File: src/rtl/core/rds_text_group_assembler_defines.svh
// Assertion macros, clocked on clk_i; RTGA_ASSERT is gated by rst_ni.
`ifndef RDS_TEXT_GROUP_ASSEMBLER_DEFINES_SVH
`define RDS_TEXT_GROUP_ASSEMBLER_DEFINES_SVH

// Check a property only while out of reset.
`define RTGA_ASSERT(lbl, prop, msg) \
  lbl: assert property (@(posedge clk_i) disable iff (!rst_ni) (prop)) else $error(msg);

// Check a property at every edge, reset included.
`define RTGA_ASSERT_ALWAYS(lbl, prop, msg) \
  lbl: assert property (@(posedge clk_i) (prop)) else $error(msg);

`endif

File: src/rtl/core/rtga_pkg.sv
package rtga_pkg;

  localparam int unsigned CmdQueueDepth = 2;
  localparam int unsigned ResQueueDepth = 2;

  localparam logic [4:0] KindGroup0A = 5'h00;
  localparam logic [4:0] KindGroup2A = 5'h04;
  localparam logic [7:0] CarriageRet = 8'h0D;
  localparam logic [6:0] NameChars   = 7'd8;
  localparam logic [6:0] AllChars    = 7'd72;
  localparam logic [3:0]  NameFull   = 4'hF;
  localparam logic [15:0] TextFull   = 16'hFFFF;

  typedef struct packed {
    logic        action;
    logic [15:0] block_a;
    logic [15:0] block_b;
    logic [15:0] block_c;
    logic [15:0] block_d;
    logic [6:0]  read_index;
  } in_item_t;

  typedef struct packed {
    logic        complete;
    logic [15:0] program_id;
    logic [3:0]  name_mask;
    logic [15:0] text_mask;
    logic [7:0]  read_char;
  } out_item_t;

  typedef enum logic [2:0] {
    CMD_PI_ONLY,
    CMD_NAME,
    CMD_TEXT,
    CMD_READ_NAME,
    CMD_READ_TEXT,
    CMD_READ_NONE
  } cmd_op_e;

  typedef struct packed {
    cmd_op_e     op;
    logic [15:0] pi;
    logic [3:0]  seg;
    logic [31:0] data;
    logic        cr_hit;
    logic [3:0]  rd_row;
    logic [2:0]  rd_byte;
  } cmd_t;

endpackage

File: src/rtl/core/rtga_fifo.sv
module rtga_fifo #(
  parameter int unsigned Width = 1,
  parameter int unsigned Depth = 2
) (
  input  logic             clk_i,
  input  logic             rst_ni,
  input  logic             push_i,
  input  logic [Width-1:0] data_i,
  output logic             full_o,
  input  logic             pop_i,
  output logic [Width-1:0] data_o,
  output logic             empty_o
);

  localparam int unsigned PtrW = (Depth > 1) ? $clog2(Depth) : 1;
  localparam int unsigned CntW = $clog2(Depth + 1);

  logic [Width-1:0] mem_q [Depth];
  logic [PtrW-1:0]  wr_ptr_q, wr_ptr_d;
  logic [PtrW-1:0]  rd_ptr_q, rd_ptr_d;
  logic [CntW-1:0]  cnt_q, cnt_d;
  logic             do_push, do_pop;

  function automatic logic [PtrW-1:0] next_ptr(logic [PtrW-1:0] ptr);
    logic [PtrW-1:0] res;
    if (ptr == PtrW'(Depth - 1)) begin
      res = '0;
    end else begin
      res = ptr + PtrW'(1);
    end
    return res;
  endfunction

  assign full_o  = (cnt_q == CntW'(Depth));
  assign empty_o = (cnt_q == '0);
  assign do_push = push_i && !full_o;
  assign do_pop  = pop_i && !empty_o;
  assign data_o  = mem_q[rd_ptr_q];

  always_comb begin
    wr_ptr_d = do_push ? next_ptr(wr_ptr_q) : wr_ptr_q;
    rd_ptr_d = do_pop ? next_ptr(rd_ptr_q) : rd_ptr_q;
    cnt_d    = cnt_q;
    if (do_push && !do_pop) begin
      cnt_d = cnt_q + CntW'(1);
    end else if (do_pop && !do_push) begin
      cnt_d = cnt_q - CntW'(1);
    end
  end

  always_ff @(posedge clk_i or negedge rst_ni) begin
    if (!rst_ni) begin
      wr_ptr_q <= '0;
      rd_ptr_q <= '0;
      cnt_q    <= '0;
    end else begin
      wr_ptr_q <= wr_ptr_d;
      rd_ptr_q <= rd_ptr_d;
      cnt_q    <= cnt_d;
    end
  end

  always_ff @(posedge clk_i) begin
    if (do_push) begin
      mem_q[wr_ptr_q] <= data_i;
    end
  end

endmodule

File: src/rtl/core/rtga_front.sv
module rtga_front (
  input  logic              push_i,
  input  rtga_pkg::in_item_t in_item_i,
  input  logic              cmd_full_i,
  output logic              cmd_push_o,
  output rtga_pkg::cmd_t    cmd_o
);
  import rtga_pkg::*;

  logic [4:0]  kind;
  logic [7:0]  raw [4];
  logic [31:0] text_word;
  logic        cr_hit;
  logic [6:0]  text_idx;

  assign kind     = in_item_i.block_b[15:11];
  assign raw[0]   = in_item_i.block_c[15:8];
  assign raw[1]   = in_item_i.block_c[7:0];
  assign raw[2]   = in_item_i.block_d[15:8];
  assign raw[3]   = in_item_i.block_d[7:0];
  assign text_idx = in_item_i.read_index - NameChars;

  // Replace carriage returns by zero.
  always_comb begin
    cr_hit    = 1'b0;
    text_word = '0;
    for (int k = 0; k < 4; k++) begin
      if (raw[k] == CarriageRet) begin
        cr_hit = 1'b1;
      end else begin
        text_word[(3 - k) * 8 +: 8] = raw[k];
      end
    end
  end

  always_comb begin
    cmd_o         = '0;
    cmd_o.pi      = in_item_i.block_a;
    cmd_o.op      = CMD_PI_ONLY;
    if (in_item_i.action) begin
      if (in_item_i.read_index < NameChars) begin
        cmd_o.op      = CMD_READ_NAME;
        cmd_o.rd_byte = in_item_i.read_index[2:0];
      end else if (in_item_i.read_index < AllChars) begin
        cmd_o.op      = CMD_READ_TEXT;
        cmd_o.rd_row  = text_idx[5:2];
        cmd_o.rd_byte = {1'b0, text_idx[1:0]};
      end else begin
        cmd_o.op = CMD_READ_NONE;
      end
    end else if (kind == KindGroup0A) begin
      cmd_o.op   = CMD_NAME;
      cmd_o.seg  = {2'b00, in_item_i.block_b[1:0]};
      cmd_o.data = {16'h0000, in_item_i.block_d};
    end else if (kind == KindGroup2A && !in_item_i.block_b[4]) begin
      cmd_o.op     = CMD_TEXT;
      cmd_o.seg    = in_item_i.block_b[3:0];
      cmd_o.data   = text_word;
      cmd_o.cr_hit = cr_hit;
    end
  end

  assign cmd_push_o = push_i && !cmd_full_i;

endmodule

File: src/rtl/core/rtga_back.sv
module rtga_back (
  input  logic               clk_i,
  input  logic               rst_ni,
  input  logic               cmd_valid_i,
  input  rtga_pkg::cmd_t     cmd_i,
  output logic               cmd_pop_o,
  input  logic               res_full_i,
  output logic               res_push_o,
  output rtga_pkg::out_item_t res_o
);
  import rtga_pkg::*;

  logic [15:0] pi_q, pi_d;
  logic [15:0] name_q [4];
  logic [15:0] name_d [4];
  logic [31:0] text_q [16];
  logic [31:0] text_d [16];
  logic [3:0]  name_seen_q, name_seen_d;
  logic [15:0] text_seen_q, text_seen_d;
  logic [7:0]  rd_char;
  logic [15:0] name_row;
  logic [31:0] text_row;
  logic        fire;

  assign fire     = cmd_valid_i && !res_full_i;
  assign name_row = name_q[cmd_i.rd_byte[2:1]];
  assign text_row = text_q[cmd_i.rd_row];

  always_comb begin
    pi_d        = pi_q;
    name_d      = name_q;
    text_d      = text_q;
    name_seen_d = name_seen_q;
    text_seen_d = text_seen_q;
    rd_char     = '0;
    if (fire) begin
      case (cmd_i.op)
        CMD_PI_ONLY: begin
          pi_d = cmd_i.pi;
        end
        CMD_NAME: begin
          pi_d                    = cmd_i.pi;
          name_d[cmd_i.seg[1:0]]  = cmd_i.data[15:0];
          name_seen_d             = name_seen_q | (4'b0001 << cmd_i.seg[1:0]);
        end
        CMD_TEXT: begin
          pi_d              = cmd_i.pi;
          text_d[cmd_i.seg] = cmd_i.data;
          text_seen_d       = (cmd_i.cr_hit ? TextFull : text_seen_q)
                              | (16'h0001 << cmd_i.seg);
        end
        CMD_READ_NAME: begin
          rd_char = cmd_i.rd_byte[0] ? name_row[7:0] : name_row[15:8];
        end
        CMD_READ_TEXT: begin
          case (cmd_i.rd_byte[1:0])
            2'd0:    rd_char = text_row[31:24];
            2'd1:    rd_char = text_row[23:16];
            2'd2:    rd_char = text_row[15:8];
            default: rd_char = text_row[7:0];
          endcase
        end
        default: begin
          rd_char = '0;
        end
      endcase
    end
  end

  always_comb begin
    res_o.complete   = (name_seen_d == NameFull) && (text_seen_d == TextFull);
    res_o.program_id = pi_d;
    res_o.name_mask  = name_seen_d;
    res_o.text_mask  = text_seen_d;
    res_o.read_char  = rd_char;
  end

  assign cmd_pop_o  = fire;
  assign res_push_o = fire;

  always_ff @(posedge clk_i or negedge rst_ni) begin
    if (!rst_ni) begin
      pi_q        <= '0;
      name_seen_q <= '0;
      text_seen_q <= '0;
      for (int i = 0; i < 4; i++) begin
        name_q[i] <= '0;
      end
      for (int i = 0; i < 16; i++) begin
        text_q[i] <= '0;
      end
    end else begin
      pi_q        <= pi_d;
      name_seen_q <= name_seen_d;
      text_seen_q <= text_seen_d;
      name_q      <= name_d;
      text_q      <= text_d;
    end
  end

endmodule

File: src/rtl/core/rds_text_group_assembler.sv
// RDS station name and radiotext assembler. Push one request per cycle
// while full is low (an RDS group or a character read); each request
// yields exactly one result, in order. Sustained rate is one request per
// clock while neither queue is full, set by the execute stage that
// updates the name, text and mask registers; a command queue in front and a
// result queue behind let either side stall independently. Reads see every
// group accepted before them. Reset clears the identifier, both character
// stores and both masks at once; no clearing pass is needed.
`include "rds_text_group_assembler_defines.svh"

module rds_text_group_assembler #(
  parameter int unsigned CmdDepth = rtga_pkg::CmdQueueDepth,
  parameter int unsigned ResDepth = rtga_pkg::ResQueueDepth
) (
  input  logic                clk_i,
  input  logic                rst_ni,
  input  logic                push,
  output logic                full,
  input  rtga_pkg::in_item_t  in_item_i,
  output logic                empty,
  input  logic                pop,
  output rtga_pkg::out_item_t out_item_o
);
  import rtga_pkg::*;

  cmd_t      front_cmd, back_cmd;
  logic      cmd_push, cmd_full, cmd_empty, cmd_pop;
  logic      res_push, res_full;
  out_item_t back_res;
  logic [$bits(cmd_t)-1:0]      cmd_vec;
  logic [$bits(out_item_t)-1:0] res_vec;

  rtga_front u_front (
    .push_i     (push),
    .in_item_i  (in_item_i),
    .cmd_full_i (cmd_full),
    .cmd_push_o (cmd_push),
    .cmd_o      (front_cmd)
  );

  rtga_fifo #(
    .Width ($bits(cmd_t)),
    .Depth (CmdDepth)
  ) u_cmd_q (
    .clk_i   (clk_i),
    .rst_ni  (rst_ni),
    .push_i  (cmd_push),
    .data_i  (front_cmd),
    .full_o  (cmd_full),
    .pop_i   (cmd_pop),
    .data_o  (cmd_vec),
    .empty_o (cmd_empty)
  );

  assign back_cmd = cmd_t'(cmd_vec);
  assign full     = cmd_full;

  rtga_back u_back (
    .clk_i       (clk_i),
    .rst_ni      (rst_ni),
    .cmd_valid_i (!cmd_empty),
    .cmd_i       (back_cmd),
    .cmd_pop_o   (cmd_pop),
    .res_full_i  (res_full),
    .res_push_o  (res_push),
    .res_o       (back_res)
  );

  rtga_fifo #(
    .Width ($bits(out_item_t)),
    .Depth (ResDepth)
  ) u_res_q (
    .clk_i   (clk_i),
    .rst_ni  (rst_ni),
    .push_i  (res_push),
    .data_i  (back_res),
    .full_o  (res_full),
    .pop_i   (pop),
    .data_o  (res_vec),
    .empty_o (empty)
  );

  assign out_item_o = out_item_t'(res_vec);

  `RTGA_ASSERT(a_res_no_overflow, res_push |-> !res_full, "result queue overflow")
  `RTGA_ASSERT(a_cmd_no_underflow, cmd_pop |-> !cmd_empty, "command queue underflow")
  `RTGA_ASSERT(a_masks_grow, (pop && !empty) |=> (empty || ((out_item_o.text_mask & $past(out_item_o.text_mask)) == $past(out_item_o.text_mask) && (out_item_o.name_mask & $past(out_item_o.name_mask)) == $past(out_item_o.name_mask))), "segment masks shrank between results")
  `RTGA_ASSERT(a_complete_match, !empty |-> (out_item_o.complete == ((out_item_o.name_mask == NameFull) && (out_item_o.text_mask == TextFull))), "completion flag disagrees with masks")

endmodule
File: config.mk
export PLATFORM = sky130hd
export DESIGN_NAME = rds_text_group_assembler
export DESIGN_NICKNAME = d
export VERILOG_FILES = /design/src/rtl/core/rtga_pkg.sv /design/src/rtl/core/rtga_fifo.sv /design/src/rtl/core/rtga_front.sv /design/src/rtl/core/rtga_back.sv /design/src/rtl/core/rds_text_group_assembler.sv
export VERILOG_INCLUDE_DIRS = /design/src /design/src/rtl/core
export SDC_FILE = /design/constraint.sdc
export NUM_CORES = 2
export LEC_CHECK = 0
export BUFFER_PORTS_ARGS = -buffer_cell sky130_fd_sc_hd__buf_2
export CAP_MARGIN = 40
export CORE_ASPECT_RATIO = 0.6
export CORE_MARGIN = 2
export CORE_UTILIZATION = 53
export CTS_BUF_LIST = sky130_fd_sc_hd__clkbuf_8
export DETAILED_ROUTE_END_ITERATION = 6
export PLACE_DENSITY_LB_ADDON = 0.05
export SYNTH_ARGS = -nofsm -noshare
export SYNTH_HDL_FRONTEND = slang
export SYNTH_SLANG_ARGS = --single-unit
export TNS_END_PERCENT = 5
File: constraint.sdc
create_clock -name clk_i -period 3.5 [get_ports clk_i]
set_clock_uncertainty 0.1 [all_clocks]
set_input_delay 0.7 -clock clk_i [delete_from_list [all_inputs] [get_ports clk_i]]
set_output_delay 0.7 -clock clk_i [all_outputs]
set_load 0.01 [all_outputs]
# Word-level counts from Yosys, hierarchy flattened
# Memories as Yosys holds them, arrays and structs flattened.
# Cells that the tools add are included.
# totals
ff_bits,620
ramBits,216
wordCells,160
n_memories,2
# mem_list
memory,words,width,read_ports,rd_clocked_by_memory_dff,write_ports,line,rtl
u_cmd_q.mem_q,2,63,1,0,1,rtga_fifo.sv:18,logic [Width-1:0] mem_q [Depth];
u_res_q.mem_q,2,45,1,0,1,rtga_fifo.sv:18,
# classes
n_addsub,9
n_lt_le_gt_ge,8
eq_ne,15
shift,2
muxes,56
bitwise_logic,6
reduce_logical,33
# ops
op,count
bitwise mux 512 bit,1
binary-select mux 32 bit (select 4 bit),1
demux 32 bit (select 4 bit),1
two-way mux 16 bit,8
two-way mux 32 bit,3
two-way mux 37 bit,2
bitwise mux 64 bit,1
two-way mux 8 bit,6
two-way mux 36 bit,1
binary-select mux 16 bit (select 2 bit),1
demux 16 bit (select 2 bit),1
equality test 8 x 4 -> 1 bit (second input constant),4
one-hot mux 8 bit (3 select lines),1
equality test 16 bit (second input constant),1
bitwise OR 16 bit,1
one-hot mux 8 bit (2 select lines),1
<< shifter 1 x 4 -> 16 bit (first input constant),1
logical AND 1 bit,14
two-way mux 1 bit,14
two-way mux 7 bit,2
two-way mux 2 bit,6
two-way mux 4 bit,3
>= comparator 5 bit (second input constant),2
NOT 4 -> 5 bit,2
other kinds (27),51

# Longest topological paths before layout
# depth
word_depth,8
mapped_depth,13
mapped_depth_nobuf,8

# By module
# From an unflattened synthesis, not the netlist that was laid out.
# hier_totals
cells_unflattened,2279
hier_area_um2,37438.4
# modules_own_cells
module,n_inst,cells_per_inst,area_per_inst_um2,seq_area_each_um2
rtga_back,1,1798,28023.1,15314.7
rtga_fifo (u_cmd_q),1,215,5042.3,3883.7
rtga_fifo (u_res_q),1,159,3643.5,2802.7
rtga_front,1,106,725.7,0.0
rds_text_group_assembler,1,1,3.8,0.0

# Least setup slack after synthesis
# Ideal clock, no wire load.
# synth_path
path_kind,in2reg
from,input port push
to,memory u_cmd_q.mem_q[0][0] (netlist bit) (enable)
arrival_time_ns,3.423
slack_ns,-0.508
path_stages,2
cell_sequence,nand2_1 -> nor2_1
# synth_via
elab_chain_cells,4
# synth_lines
element,line,rtl
start: declaration,rds_text_group_assembler.sv:17,"input logic push,"
logical AND 1 bit,rtga_front.sv:63,assign cmd_push_o = push_i && !cmd_full_i;
logical AND 1 bit,rtga_fifo.sv:36,assign do_push = push_i && !full_o;
two-way mux 1 bit,rtga_fifo.sv:64,if (do_push) begin
two-way mux 1 bit (not written as such),rtga_fifo.sv:65,mem_q[wr_ptr_q] <= data_i;
end: declaration,rtga_fifo.sv:18,
# No other way between the ends.

==> impl_metrics.yaml <==
run_status:
  outcome: "finished clean"
sta:
  slew_viol_final: 0
  min_period_over_period_pct: 98.10
  fin_crit_ns: 3.434
  hold_viol: 0
  rsz0062_at_grt: "no"
  max_freq_mhz: 291.2
  final-setup-viol-count: 0
  fin_tns_setup_ns: 0
  worstMarginPinSlew_ns: 0.9593
  maxSlewHeadroom_pct: 36.05
clock_network:
  cts_buffers: 120
  cts-root-buf: "clkbuf_8"
  cts.sink_count: 836
  cts_max_level: 3
  cts_tree: "yes"
  worstSkewPairLatency_ns: 0.79
  clockBufferDepth: 3
  path_clk_slew_ns: 0.07
global_routing:
  grtUsageMet3_pct: 8.296
  top_usage_layer: "met1"
  grt_overflow: 0
  use_met2_pct: 42.39
  grt_usage_pct: 29.86
  grt_max_degree: 89
  grt_use_met1_pct: 45.04
  grt_first_pass_wirelength_microns: 156500
  grt_antenna_before_repair: 2
  grt_pass1_vias: 26118
critical_path:
  worstPathRequired_ns: 3.90
  criticalPathCategory: "flop to flop"
  critPathSlowestCell: "dfrtp_4"
  arrival_ns: 3.84
  critPathTopFamily: "multiplexers"
  path_cells: "mux2_8 > buf_12 > buf_4 > mux4_2 > nand4_1 > nand3_1 > o31ai_1 > buf_4 > a21oi_1"
  worst-path-max-fanout: 43
  worstSetupEndpointType: "flop"
  crit_path_frequent_cell: "buf_4"
  slowest_delay_ns: 0.56
  crit_buf_inv: 3
  startpoint_type: "flop"
drt:
  vias_per_cell: 5.860
  wirelength_microns: 102100
  drtPass1Iterations: 6
  via_count: 26746
  wl_per_cell_microns: 22.36
  detail-route-antenna-nets: 0
  drc: 0
  dr.first_iter.drc_count: 3041
synth:
  synth-simple-area-share_pct: 15.32
  synth.avg_cell_area_sq_um: 10.46
  async_reset_ff_share_pct: 74.16
  syn_inst: 3413
  synthAdderAreaFrac_pct: 0.1051
  synth-seq-cells: 836
  synth_edf_count: 216
  synth.yosys.seq_area_share_pct: 61.62
  ys.flop_type: "dfrtp_1"
  synth-warning-count: 0
  synth-xor-area-share_pct: 0.2453
  synth_top_family_by_area: "simple AND/OR/NAND/NOR gates"
  ys_types: 66
  synth_area_sq_mm: 0.03571
  synth_compound_area_share_pct: 11.62
  synth_nets: 3492
  muxShareOfSynthArea_pct: 7.751
finish:
  final_common_cell: "nand2_1"
  nets: 3641
  area_delta_synth_final_pct: 13.52
  mostFrequentLayoutCells: "912 x nand2_1, 618 x dfrtp_1, 540 x o21ai_0"
  drive_gt1_share_pct: 15.56
floorplan:
  die_h_microns: 205.1
  die_w_microns: 339.1
  die-area_sq_mm: 0.06953
  coreArea_sq_mm: 0.06640
  start_util_pct: 53.77
  io_pins: 123
  num_rows: 73
power:
  irDropWorstVdd_v: 0.0004422
  power_density_mw_per_mm2: 912.3
  leakage_nw: 17.54
  total_power_w: 0.03698
run:
  cap_violations: 0
worst_hold_path:
  hold_class: "input pin to flop"
placed_design:
  numPortBuffers: 116
  hpwl_microns: 65090
  gp_congestion: 0.8619
-- repair_timing --
action,CTS,global route
gates resized for setup,0,2
hold buffers,17,0
setup endpoints to repair,0,4
buffers inserted,0,0
endpoints found under the hold margin,68,0
-- power by group --
part	total, W	internal [W]	switching (W)
sequential	0.0159	0.0141	0.00179
combinational	0.0134	0.00483	0.00862
clock	0.00767	0.00383	0.00384
-- area by class of cell --
cell class | instances | area, sq um
clock inverter | 78 | 384.1
antenna | 1 | 2.502
sequential | 836 | 22010
multi-input combinational | 2306 | 12640
inverter | 11 | 41.29
tap | 900 | 1126
fill | 5436 | 25870
timing repair buffer | 287 | 2335
clock buffer | 145 | 1996
-- final timing paths --
check                            startpoint                    end  slack [ns]  cells past startpoint
max in group asynchronous            rst_ni  u_back.text_seen_q[3]        1.79                      3
hold reg to reg            u_back.name_q[1]       u_back.name_q[1]        0.38                      2
setup / recovery           u_cmd_q.rd_ptr_q    u_res_q.mem_q[1][6]        0.07                      9
min in group asynchronous            rst_ni     u_back.text_q[305]        0.36                      2
setup reg to reg           u_cmd_q.rd_ptr_q    u_res_q.mem_q[1][6]        0.07                      9
hold / removal                in_item_i[39]   u_cmd_q.mem_q[1][40]        0.14                      2
-- layer usage --
metal  vias up  share of wire (%)  wire length, microns
met4         0                2.4                  2432
met3       173                9.9                 10070
li1      12126                  -                     -
met5         -                  0                     0
met1     13331                 46                 46600
met2      1116                 42                 42950
-- per-stage QoR --
stage	cell area [sq um]	utilization [%]	cells	hold slack, ns	worst slack [ns]
4_1_cts	40520	61.03	4563	0.09446	0.006442
3_5_place_dp	37970	57.19	4323	0.3669	0.01598
3_3_place_gp	37940	57.14	4321	0.3541	0.02144
2_1_floorplan	35710	-	3413	0.3044	0.3419
5_1_grt	40530	61.04	4563	0.1079	0.005040
6_report	40540	61.04	4564	0.1400	0.06637
-- logic make-up (layout without fill, tap and decap cells) --
| logic type | count (synthesis) | after routing |
|---|---|---|
| simple gates | 1315 | 1315 |
| flops | 836 | 836 |
| compound gates | 762 | 762 |
| buf+inv | 271 | 521 |
| mux | 216 | 216 |
| xor+xnor | 10 | 10 |
| fa+ha+maj | 3 | 3 |
| other cells | 0 | 1 |
-- flip-flops by register name, summed over array words and instances (netlist names) --
register	cells
u_cmd_q.mem_q	126
u_cmd_q.rd_ptr_q	1
u_res_q.mem_q	90
u_back.text_q	512
u_back.name_seen_q	4
u_res_q.rd_ptr_q	1
u_cmd_q.cnt_q	2
u_cmd_q.wr_ptr_q	1
u_res_q.cnt_q	2
u_back.name_q	64
u_back.pi_q	16
u_back.text_seen_q	16
u_res_q.wr_ptr_q	1
-- cells in the mapped netlist (20+ instances only) --
| master | number | area (sq um) |
|---|---|---|
| buf_2 | 56 | 280.3 |
| nor2_1 | 102 | 382.9 |
| nand4_1 | 21 | 131.4 |
| mux2_2 | 50 | 563.0 |
| mux2i_1 | 121 | 1211 |
| clkbuf_1 | 179 | 671.9 |
| o21ai_0 | 540 | 2703 |
| a21o_1 | 21 | 157.7 |
| mux4_2 | 38 | 855.8 |
| dfrtp_1 | 620 | 15510 |
| and2_1 | 24 | 150.1 |
| a21oi_1 | 93 | 465.5 |
| a221oi_1 | 20 | 175.2 |
| nand3_1 | 174 | 870.8 |
| nand2_1 | 927 | 3480 |
| edfxtp_1 | 216 | 6486 |
No activity file was read; power rests on OpenSTA's default activity.
